<file path="config.mk">
export PLATFORM = sky130hd
export DESIGN_NAME = cache_command_line_parser
export DESIGN_NICKNAME = d
export VERILOG_FILES = /design/src/hw/rtl/cclp_pkg.sv /design/src/hw/rtl/cclp_front.sv /design/src/hw/rtl/cclp_queue.sv /design/src/hw/rtl/cclp_back.sv /design/src/hw/rtl/cache_command_line_parser.sv
export SDC_FILE = /design/constraint.sdc
export NUM_CORES = 1
export LEC_CHECK = 0
export ABC_AREA = 1
export BUFFER_PORTS_ARGS = -buffer_cell sky130_fd_sc_hd__clkbuf_2
export CORE_UTILIZATION = 48
export DETAILED_ROUTE_END_ITERATION = 10
export HOLD_SLACK_MARGIN = 0.05
export MAX_ROUTING_LAYER = met4
export PLACE_DENSITY_LB_ADDON = 0.08
export RECOVER_POWER = 25
export SYNTH_ARGS = -nofsm -noshare
export SYNTH_HDL_FRONTEND = slang
export SYNTH_SLANG_ARGS = --single-unit
</file>
<file path="constraint.sdc">
create_clock -name clk -period 7.5 [get_ports clk]
set_clock_uncertainty 0.1 [all_clocks]
set_input_delay 0.75 -clock clk [delete_from_list [all_inputs] [get_ports clk]]
set_output_delay 0.75 -clock clk [all_outputs]
set_load 0.1 [all_outputs]
</file>
<file path="src/hw/rtl/cclp_pkg.sv">
`default_nettype none
// ----------------------------------------------------------------------------
// cclp_pkg
// Shared types and codes of the cache command line parser: request and result
// words, the classified queue entry, and the command, status and class codes.
// ----------------------------------------------------------------------------
package cclp_pkg;

  // One request byte as it arrives on the input channel.
  typedef struct packed {
    logic [7:0] data_byte;
    logic       end_of_request;
  } req_t;

  // One result word as it leaves on the output channel.
  typedef struct packed {
    logic [1:0]  byte_class;
    logic [7:0]  out_byte;
    logic        done_res;
    logic [2:0]  status;
    logic [2:0]  command_type;
    logic [30:0] duration_seconds;
  } res_t;

  // Request byte after classification by the front end.
  typedef struct packed {
    logic [7:0] data_byte;
    logic [7:0] ucase;
    logic       end_of_request;
    logic       is_ws;
    logic       is_digit;
    logic       is_plus;
    logic       is_newline;
  } qitem_t;

  localparam logic [1:0] CLS_NONE  = 2'd0;
  localparam logic [1:0] CLS_KEY   = 2'd1;
  localparam logic [1:0] CLS_VALUE = 2'd2;

  localparam logic [2:0] ST_OK        = 3'd0;
  localparam logic [2:0] ST_EMPTY_REQ = 3'd1;
  localparam logic [2:0] ST_UNKNOWN   = 3'd2;
  localparam logic [2:0] ST_ARG_COUNT = 3'd3;
  localparam logic [2:0] ST_EMPTY_KEY = 3'd4;
  localparam logic [2:0] ST_EMPTY_VAL = 3'd5;
  localparam logic [2:0] ST_BAD_DUR   = 3'd6;

  localparam logic [2:0] CMD_SET    = 3'd0;
  localparam logic [2:0] CMD_GET    = 3'd1;
  localparam logic [2:0] CMD_DELETE = 3'd2;
  localparam logic [2:0] CMD_EXISTS = 3'd3;
  localparam logic [2:0] CMD_EXPIRE = 3'd4;

  localparam int unsigned NUM_CMDS = 5;

  localparam logic [30:0] DUR_MAX = 31'h7FFF_FFFF;

endpackage
`default_nettype wire

</file>
<file path="src/hw/rtl/cclp_front.sv">
`default_nettype none
// ----------------------------------------------------------------------------
// cclp_front
// Front end: accept request bytes and tag each with its character class
// (whitespace, digit, plus, newline) and an upper-cased copy for matching.
// ----------------------------------------------------------------------------
module cclp_front (
  input  wire  logic            req_valid,
  output       logic            req_ready,
  input  wire  cclp_pkg::req_t  req,
  output       logic            push,
  input  wire  logic            push_ready,
  output       cclp_pkg::qitem_t push_item
);
  import cclp_pkg::*;

  logic [7:0] c;

  assign c         = req.data_byte;
  assign req_ready = push_ready;
  assign push      = req_valid;

  always_comb begin
    push_item.data_byte      = c;
    push_item.end_of_request = req.end_of_request;
    push_item.is_ws          = (c == 8'd32) || (c >= 8'd9 && c <= 8'd13);
    push_item.is_digit       = (c >= "0") && (c <= "9");
    push_item.is_plus        = (c == "+");
    push_item.is_newline     = (c == 8'd10);
    // fold a..z onto A..Z
    if (c >= "a" && c <= "z") begin
      push_item.ucase = c - 8'd32;
    end else begin
      push_item.ucase = c;
    end
  end

endmodule
`default_nettype wire

</file>
<file path="src/hw/rtl/cclp_queue.sv">
`default_nettype none
// ----------------------------------------------------------------------------
// cclp_queue
// Short FIFO of classified bytes between the front end and the back end.
// ----------------------------------------------------------------------------
module cclp_queue #(
  parameter int unsigned DEPTH = 2
) (
  input  wire  logic             clk,
  input  wire  logic             rst,
  input  wire  logic             push,
  output       logic             push_ready,
  input  wire  cclp_pkg::qitem_t push_item,
  output       logic             pop_valid,
  input  wire  logic             pop,
  output       cclp_pkg::qitem_t pop_item
);
  import cclp_pkg::*;

  localparam int unsigned PTR_W = (DEPTH > 1) ? $clog2(DEPTH) : 1;
  localparam int unsigned CNT_W = $clog2(DEPTH + 1);

  qitem_t           mem [DEPTH];
  logic [PTR_W-1:0] wr_ptr;
  logic [PTR_W-1:0] rd_ptr;
  logic [CNT_W-1:0] count;
  logic             do_push;
  logic             do_pop;

  assign push_ready = (count != CNT_W'(DEPTH));
  assign pop_valid  = (count != '0);
  assign do_push    = push && push_ready;
  assign do_pop     = pop && pop_valid;
  assign pop_item   = mem[rd_ptr];

  always_ff @(posedge clk) begin
    if (do_push) begin
      mem[wr_ptr] <= push_item;
    end
  end

  always_ff @(posedge clk) begin
    if (rst) begin
      wr_ptr <= '0;
      rd_ptr <= '0;
      count  <= '0;
    end else begin
      if (do_push) begin
        wr_ptr <= (wr_ptr == PTR_W'(DEPTH - 1)) ? '0 : wr_ptr + 1'b1;
      end
      if (do_pop) begin
        rd_ptr <= (rd_ptr == PTR_W'(DEPTH - 1)) ? '0 : rd_ptr + 1'b1;
      end
      if (do_push && !do_pop) begin
        count <= count + 1'b1;
      end else if (do_pop && !do_push) begin
        count <= count - 1'b1;
      end
    end
  end

endmodule
`default_nettype wire

</file>
<file path="src/hw/rtl/cclp_back.sv">
`default_nettype none
// ----------------------------------------------------------------------------
// cclp_back
// Back end: parse state machine, keyword matcher and duration accumulator.
// Consume one classified byte per cycle while the output channel keeps up,
// and hold its result word in a register until the output channel takes it.
// ----------------------------------------------------------------------------
module cclp_back (
  input  wire  logic             clk,
  input  wire  logic             rst,
  input  wire  logic             item_valid,
  output       logic             item_pop,
  input  wire  cclp_pkg::qitem_t item,
  output       logic             res_valid,
  input  wire  logic             res_ready,
  output       cclp_pkg::res_t   res
);
  import cclp_pkg::*;

  typedef enum logic [9:0] {
    PH_CMD_PRE = 10'b00_0000_0001,
    PH_CMD     = 10'b00_0000_0010,
    PH_KEY_PRE = 10'b00_0000_0100,
    PH_KEY     = 10'b00_0000_1000,
    PH_VAL_PRE = 10'b00_0001_0000,
    PH_VAL     = 10'b00_0010_0000,
    PH_DUR_PRE = 10'b00_0100_0000,
    PH_DUR     = 10'b00_1000_0000,
    PH_TAIL    = 10'b01_0000_0000,
    PH_IGNORE  = 10'b10_0000_0000
  } phase_t;

  localparam logic [7:0] KW_TEXT [NUM_CMDS][6] = '{
    '{"S", "E", "T", 8'd0, 8'd0, 8'd0},
    '{"G", "E", "T", 8'd0, 8'd0, 8'd0},
    '{"D", "E", "L", "E", "T", "E"},
    '{"E", "X", "I", "S", "T", "S"},
    '{"E", "X", "P", "I", "R", "E"}
  };
  localparam logic [2:0] KW_LEN [NUM_CMDS] = '{3'd3, 3'd3, 3'd6, 3'd6, 3'd6};

  phase_t        ph, ph_next, ph_end;
  logic [2:0]    idx, idx_next, idx_inc, idx_len;
  logic [4:0]    cand, cand_next, cand_end, cand_hit, cand_res;
  logic [30:0]   acc, acc_next;
  logic          ovf, ovf_next;
  logic          mal, mal_next;
  logic          dig, dig_next;
  logic          sgn, sgn_next;
  logic [2:0]    sticky, sticky_next, sticky_end;
  logic [34:0]   acc_x10;
  logic          dur_bad;
  logic          ws;
  logic          pop;
  res_t          res_next;

  // Drop candidates whose keyword disagrees at this position.
  always_comb begin
    cand_hit = cand;
    for (int k = 0; k < NUM_CMDS; k++) begin
      if (idx >= KW_LEN[k]) begin
        cand_hit[k] = 1'b0;
      end else if (KW_TEXT[k][idx] != item.ucase) begin
        cand_hit[k] = 1'b0;
      end
    end
  end

  // Hold the token index at seven once it gets there.
  assign idx_inc = (idx != 3'd7) ? idx + 3'd1 : idx;

  // Drop candidates whose length differs from the token length: the token as
  // it stands on whitespace, or as extended by this byte otherwise.
  always_comb begin
    cand_res = ws ? cand : cand_hit;
    idx_len  = ws ? idx : idx_inc;
    for (int k = 0; k < NUM_CMDS; k++) begin
      if (KW_LEN[k] != idx_len) begin
        cand_res[k] = 1'b0;
      end
    end
  end

  assign acc_x10 = {1'b0, acc, 3'b000} + {3'b000, acc, 1'b0} + {31'd0, item.data_byte[3:0]};
  assign ws      = item.is_ws;
  assign pop     = item_valid && (!res_valid || res_ready);
  assign item_pop = pop;

  always_comb begin
    ph_next     = ph;
    idx_next    = idx;
    cand_next   = cand;
    acc_next    = acc;
    ovf_next    = ovf;
    mal_next    = mal;
    dig_next    = dig;
    sgn_next    = sgn;
    sticky_next = sticky;
    res_next    = '0;

    unique case (ph)
      PH_CMD_PRE, PH_CMD: begin
        if (!ws) begin
          ph_next   = PH_CMD;
          cand_next = cand_hit;
          idx_next  = idx_inc;
        end else if (ph == PH_CMD) begin
          cand_next = cand_res;
          if (cand_res == '0) begin
            sticky_next = ST_UNKNOWN;
            ph_next     = PH_IGNORE;
          end else begin
            ph_next = PH_KEY_PRE;
          end
        end
      end
      PH_KEY_PRE: begin
        if (!ws) begin
          res_next.byte_class = CLS_KEY;
          res_next.out_byte   = item.data_byte;
          ph_next             = PH_KEY;
        end
      end
      PH_KEY: begin
        if (!ws) begin
          res_next.byte_class = CLS_KEY;
          res_next.out_byte   = item.data_byte;
        end else if (cand[CMD_SET]) begin
          ph_next = PH_VAL_PRE;
        end else if (cand[CMD_EXPIRE]) begin
          ph_next = PH_DUR_PRE;
        end else begin
          ph_next = PH_TAIL;
        end
      end
      PH_VAL_PRE: begin
        if (!ws) begin
          res_next.byte_class = CLS_VALUE;
          res_next.out_byte   = item.data_byte;
          ph_next             = PH_VAL;
        end
      end
      PH_VAL: begin
        if (!item.is_newline) begin
          res_next.byte_class = CLS_VALUE;
          res_next.out_byte   = item.data_byte;
        end else begin
          ph_next = PH_IGNORE;
        end
      end
      PH_DUR_PRE, PH_DUR: begin
        if (!ws) begin
          ph_next = PH_DUR;
          if (item.is_digit) begin
            dig_next = 1'b1;
            // saturate the accumulator
            if (acc_x10 > {4'd0, DUR_MAX}) begin
              ovf_next = 1'b1;
              acc_next = DUR_MAX;
            end else begin
              acc_next = acc_x10[30:0];
            end
          end else if (item.is_plus && !dig && !sgn) begin
            sgn_next = 1'b1;
          end else begin
            mal_next = 1'b1;
          end
        end else if (ph == PH_DUR) begin
          ph_next = PH_TAIL;
        end
      end
      PH_TAIL: begin
        if (!ws) begin
          sticky_next = ST_ARG_COUNT;
        end
      end
      PH_IGNORE: begin
      end
      default: begin
      end
    endcase

    // Close an open command token on the final byte.
    ph_end     = ph_next;
    cand_end   = cand_next;
    sticky_end = sticky_next;
    if (ph_next == PH_CMD) begin
      cand_end = cand_res;
      if (cand_res == '0) begin
        ph_end     = PH_IGNORE;
        sticky_end = ST_UNKNOWN;
      end else begin
        ph_end = PH_KEY_PRE;
      end
    end

    dur_bad = mal_next || ovf_next || !dig_next || (acc_next == '0);

    if (item.end_of_request) begin
      res_next.done_res = 1'b1;
      unique case (ph_end)
        PH_CMD_PRE: res_next.status = ST_EMPTY_REQ;
        PH_KEY_PRE: res_next.status = ST_EMPTY_KEY;
        PH_KEY: begin
          if (cand_end[CMD_SET]) begin
            res_next.status = ST_EMPTY_VAL;
          end else if (cand_end[CMD_EXPIRE]) begin
            res_next.status = ST_BAD_DUR;
          end else begin
            res_next.status = ST_OK;
          end
        end
        PH_VAL_PRE: res_next.status = ST_EMPTY_VAL;
        PH_VAL:     res_next.status = ST_OK;
        PH_DUR_PRE: res_next.status = ST_BAD_DUR;
        PH_DUR:     res_next.status = dur_bad ? ST_BAD_DUR : ST_OK;
        PH_TAIL: begin
          res_next.status = (cand_end[CMD_EXPIRE] && dur_bad) ? ST_BAD_DUR : sticky_end;
        end
        default: res_next.status = sticky_end;
      endcase

      if (res_next.status != ST_EMPTY_REQ && res_next.status != ST_UNKNOWN) begin
        if (cand_end[CMD_SET]) begin
          res_next.command_type = CMD_SET;
        end else if (cand_end[CMD_GET]) begin
          res_next.command_type = CMD_GET;
        end else if (cand_end[CMD_DELETE]) begin
          res_next.command_type = CMD_DELETE;
        end else if (cand_end[CMD_EXISTS]) begin
          res_next.command_type = CMD_EXISTS;
        end else if (cand_end[CMD_EXPIRE]) begin
          res_next.command_type = CMD_EXPIRE;
        end
      end

      if (res_next.command_type == CMD_EXPIRE && res_next.status == ST_OK) begin
        res_next.duration_seconds = acc_next;
      end
    end
  end

  always_ff @(posedge clk) begin
    if (rst) begin
      ph        <= PH_CMD_PRE;
      idx       <= '0;
      cand      <= '1;
      acc       <= '0;
      ovf       <= 1'b0;
      mal       <= 1'b0;
      dig       <= 1'b0;
      sgn       <= 1'b0;
      sticky    <= ST_OK;
      res_valid <= 1'b0;
    end else begin
      if (pop) begin
        res_valid <= 1'b1;
        if (item.end_of_request) begin
          // request closed: return to the idle parse state
          ph     <= PH_CMD_PRE;
          idx    <= '0;
          cand   <= '1;
          acc    <= '0;
          ovf    <= 1'b0;
          mal    <= 1'b0;
          dig    <= 1'b0;
          sgn    <= 1'b0;
          sticky <= ST_OK;
        end else begin
          ph     <= ph_next;
          idx    <= idx_next;
          cand   <= cand_next;
          acc    <= acc_next;
          ovf    <= ovf_next;
          mal    <= mal_next;
          dig    <= dig_next;
          sgn    <= sgn_next;
          sticky <= sticky_next;
        end
      end else if (res_ready) begin
        res_valid <= 1'b0;
      end
    end
  end

  always_ff @(posedge clk) begin
    if (pop) begin
      res <= res_next;
    end
  end

endmodule
`default_nettype wire

</file>
<file path="src/hw/rtl/cache_command_line_parser.sv">
`default_nettype none
// ----------------------------------------------------------------------------
// cache_command_line_parser
// Byte-stream parser for text cache commands (SET, GET, DELETE, EXISTS,
// EXPIRE) that streams key and value bytes and reports a final status.
// ----------------------------------------------------------------------------
// Feed one request byte per word on the req channel and mark the last byte
// of each request with end_of_request. Every accepted byte yields exactly one
// result word: key and value bytes come back tagged in byte_class, and the
// word for the final byte carries done_res with status, command_type and,
// for a good EXPIRE, duration_seconds. Key and value bytes stream out before
// the request is checked, so discard them when the final status is not ok.
// The block sustains one byte per clock while the res channel takes each result
// word: the parse state machine and the duration multiply-accumulate in the
// back end update once per byte. A result passes through the queue and then
// into the back end's output register before it shows up on the res channel.
// The queue of QUEUE_DEPTH entries lets the input keep flowing while a result
// waits to be taken.
// ----------------------------------------------------------------------------
module cache_command_line_parser #(
  parameter int unsigned QUEUE_DEPTH = 2
) (
  input  wire  logic           clk,
  input  wire  logic           rst,
  input  wire  logic           req_valid,
  output       logic           req_ready,
  input  wire  cclp_pkg::req_t req,
  output       logic           res_valid,
  input  wire  logic           res_ready,
  output       cclp_pkg::res_t res
);
  import cclp_pkg::*;

  logic   push;
  logic   push_ready;
  qitem_t push_item;
  logic   pop_valid;
  logic   pop;
  qitem_t pop_item;

  // Classify the incoming byte on the way in.
  cclp_front u_front (
    .req_valid  (req_valid),
    .req_ready  (req_ready),
    .req        (req),
    .push       (push),
    .push_ready (push_ready),
    .push_item  (push_item)
  );

  // Decouple the front end from back-end stalls.
  cclp_queue #(
    .DEPTH (QUEUE_DEPTH)
  ) u_queue (
    .clk        (clk),
    .rst        (rst),
    .push       (push),
    .push_ready (push_ready),
    .push_item  (push_item),
    .pop_valid  (pop_valid),
    .pop        (pop),
    .pop_item   (pop_item)
  );

  // Advance the parser and hold each result until taken.
  cclp_back u_back (
    .clk        (clk),
    .rst        (rst),
    .item_valid (pop_valid),
    .item_pop   (pop),
    .item       (pop_item),
    .res_valid  (res_valid),
    .res_ready  (res_ready),
    .res        (res)
  );

endmodule
`default_nettype wire
</file>
==> results.tsv <==
stage	metric	value	unit
yosys	Post-Syn Nets	1710	
worst_setup_path	Critical Path Slowest Stage Cell	dfxtp_1	
clocking	H-Tree Depth	4	
placed_design	Cell Area, Placed	0.0115	mm^2
clocking	Worst-Skew Late Latency	0.42	ns
yosys	Yosys top cell area share	0.219	
yosys	YS warnings	0	
routing	1st-iter DRT viols	1018	
die	core area	0.0222	mm^2
layout	Finished Cell Area	0.0121	mm^2
die	Ports	63	
routing	drt first pass iters	6	
sta	Tcrit/Tclk final	0.809	
layout	Layout area overhead	9.88	%
sta	RSZ-0062 raised after global routing	no	
placed_design	routability cong.	0.955	
layout	Antenna diodes	0	
routing	Vias	10700	
die	Starting Density	0.496	
clocking	Post-CTS Hold Buffers	0	
clocking	Post-CTS Resized	0	
die	standard-cell row count	54	
clocking	clock root buffer master	clkbuf_16	
layout	number of nets in the layout	1758	
yosys	Seq/Total Area, Yosys	0.332	
routing	wirelength, routed	32.9	mm
global_route	Total Routing Usage GR	0.293	
worst_setup_path	worst-path fanout max	31	
routing	drt wl/cell	16.7	um
routing	Highest Signal Layer	met4	
worst_setup_path	CP Data Required Time	7.63	ns
sta	Setup Total Neg Slack	0	ns
sta	final worst path period need	6.07	ns
worst_setup_path	Worst setup EP type	flip-flop	
sta	fmax	165	MHz
yosys	Syn Inst Count	1627	
global_route	vias in the first global route	9510	
global_route	initial antenna violation count	0	
worst_setup_path	CP endpoint	u_back.res[14]	
power	maximum vdd ir drop	485	uV
yosys	predominant post-synthesis flop cell	edfxtp_1	
worst_setup_path	Worst path max stage delay	0.82	ns
routing	Post-route DRC	0	
clocking	deepest clock path buffer count	2	
power	P_leak	6.00	nW
status	violated checks	capacitance limit, slew limit	
global_route	largest net degree at the start of global routing	62	
layout	fill count	2252	
routing	WL met2	13.7	mm
min_path	Hold WC Path Type	flip-flop to flip-flop	
yosys	Distinct cells, synth	47	
yosys	Area contributors post-synth	edfxtp_1 22%, nand2_1 17%, dfxtp_1 11%, ha_1 7.7%, inv_1 7.0%	
worst_setup_path	arrival time worst endpoint	6.20	ns
yosys	Mapped Avg Cell Area	6.75	um^2
sta	Slew Limit Fails	62	
sta	setup violators final	0	
global_route	total gr overflow	0	
clocking	CTS tree	built	
clocking	Sink Count	142	
layout	Util after Layout	0.545	
clocking	# Post-CTS Setup Buffers	0	
worst_setup_path	Worst R2R Setup Slack	1.43	ns
power	Pwr Density	342	mW/mm^2
die	width of the die	153	um
clocking	CTS clk-pin slew, worst paths	0.06	ns
worst_setup_path	most used cell, CP	nand2_1	
routing	vias per std cell	5.44	
placed_design	DP HPWL	25.0	mm
yosys	Post-synth ARST share	0	
yosys	Post-synth EDFFs	80	
job	MaxCap Viol Count	1	
worst_setup_path	crit path kind	flip-flop to flip-flop	
layout	layout cell share with drive strength beyond 1	0.122	
worst_setup_path	crit start category	flip-flop	
yosys	Commonest cells post-synth	506 x nand2_1, 204 x inv_1, 166 x nor2_1	
sta	worst relative slew slack	-1.29	
routing	met1 WL	16.2	mm
yosys	Yosys reg bits	142	
yosys	count leader, synth	nand2_1	
yosys	Yosys top cell by area	edfxtp_1	
routing	wire length on met3	2.58	mm
die	die area	0.0235	mm^2
power	Overall Power	4.12	mW
yosys	mapped cell area	0.0110	mm^2
routing	post-route ant nets	0	
global_route	first-pass GRT wire length	52.0	mm
status	outcome	finished, violations left	
worst_setup_path	Worst R2R Path Depth	30	
die	die extent in y	153	um
worst_setup_path	R2R Path End	u_back.res[14]	
clocking	CTS buffer count	17	
sta	worst hold slack	0.361	ns
sta	worst-margin pin slew	3.43	ns
sta	final hold viol count	0	
placed_design	buffers added on ports	62	
per-stage QoR:
step | setup WS [ns] | cells
3_3_place_gp | 1.64 | 1936
6_report | 1.43 | 1968
4_1_cts | 1.44 | 1968
2_1_floorplan | 3.32 | 1627
5_1_grt | 0.809 | 1968
3_5_place_dp | 1.49 | 1936
metal layers:
metal / track usage / up-vias
met1: 0.438 / 4863
met4: 0.0722 / 0
met3: 0.0380 / 34
met2: 0.413 / 449
li1: - / 5361
met5: - / -
cells in the final DEF (no fill, tap or decap), drive strengths merged, types with 8 or more instances in the layout:
cell type	count
nor2	176
nor3	52
edfxtp	80
a21oi	100
clkbuf	86
nand3	125
or2	24
xor2	8
inv	240
ha	68
nand4	21
o21bai	10
o21ai	63
nand2	522
dfxtp	62
cell families (layout without fill, tap and decap cells):
| logic type | after synthesis | count (layout) | synth area share |
|---|---|---|---|
| AND/OR/NAND/NOR | 934 | 934 | 0.382 |
| buffers and inverters | 275 | 336 | 0.100 |
| AO/OA/AOI/OAI | 196 | 196 | 0.0967 |
| flip-flops | 142 | 142 | 0.332 |
| adder cells (fa/ha/maj) | 70 | 70 | 0.0811 |
| XOR/XNOR | 10 | 10 | 0.00797 |
worst max-delay path: cells and delay by family, from the launching register on:
family                   cells  cell delay, ns
adder cells (fa/ha/maj)      3            0.96
buffers and inverters        4            0.60
AND/OR/NAND/NOR             23            3.38
flip-flops                   1            0.82
power by group:
| group | leakage [nW] | total [mW] | internal [mW] | switching (mW) |
|---|---|---|---|---|
| logic | 4.42 | 2.10 | 0.357 | 1.74 |
| clock network | 0.296 | 0.869 | 0.506 | 0.362 |
| registers | 1.28 | 1.16 | 1.06 | 0.0966 |
| total | 6.00 | 4.12 | 1.92 | 2.20 |
registers in the layout, summed over array words and instances (netlist names), 2 cells and up, named ones only:
register / count
u_back.sticky: 3
u_back.res: 48
u_back.ph: 10
u_back.idx: 3
u_queue.count: 2
u_back.cand: 5
u_queue.mem: 32
u_back.acc: 31
worst min path at each step:
stage	depth (start not counted)	startpoint	slack (ns)	to
after detailed placement	2	u_back.sgn	0.34	u_back.sgn
after global routing	2	u_back.sgn	0.39	u_back.sgn
after floorplan	1	u_queue.rd_ptr	0.33	flip-flop
after CTS	2	u_back.sgn	0.35	u_back.sgn
after global placement	1	u_queue.rd_ptr	0.34	u_queue.rd_ptr
final	2	u_back.sgn	0.36	u_back.sgn
final cells by class:
type                            instances  area, um^2  area share
Multi-Input combinational cell       1210        6260       0.518
Sequential cell                       142        3640       0.302
Inverter                              235         882      0.0730
Clock buffer                           21         483      0.0400
Tap cell                              280         350      0.0290
Timing Repair Buffer                   69         342      0.0283
Clock inverter                         11         118     0.00974
(Power assumes the default switching activity.)
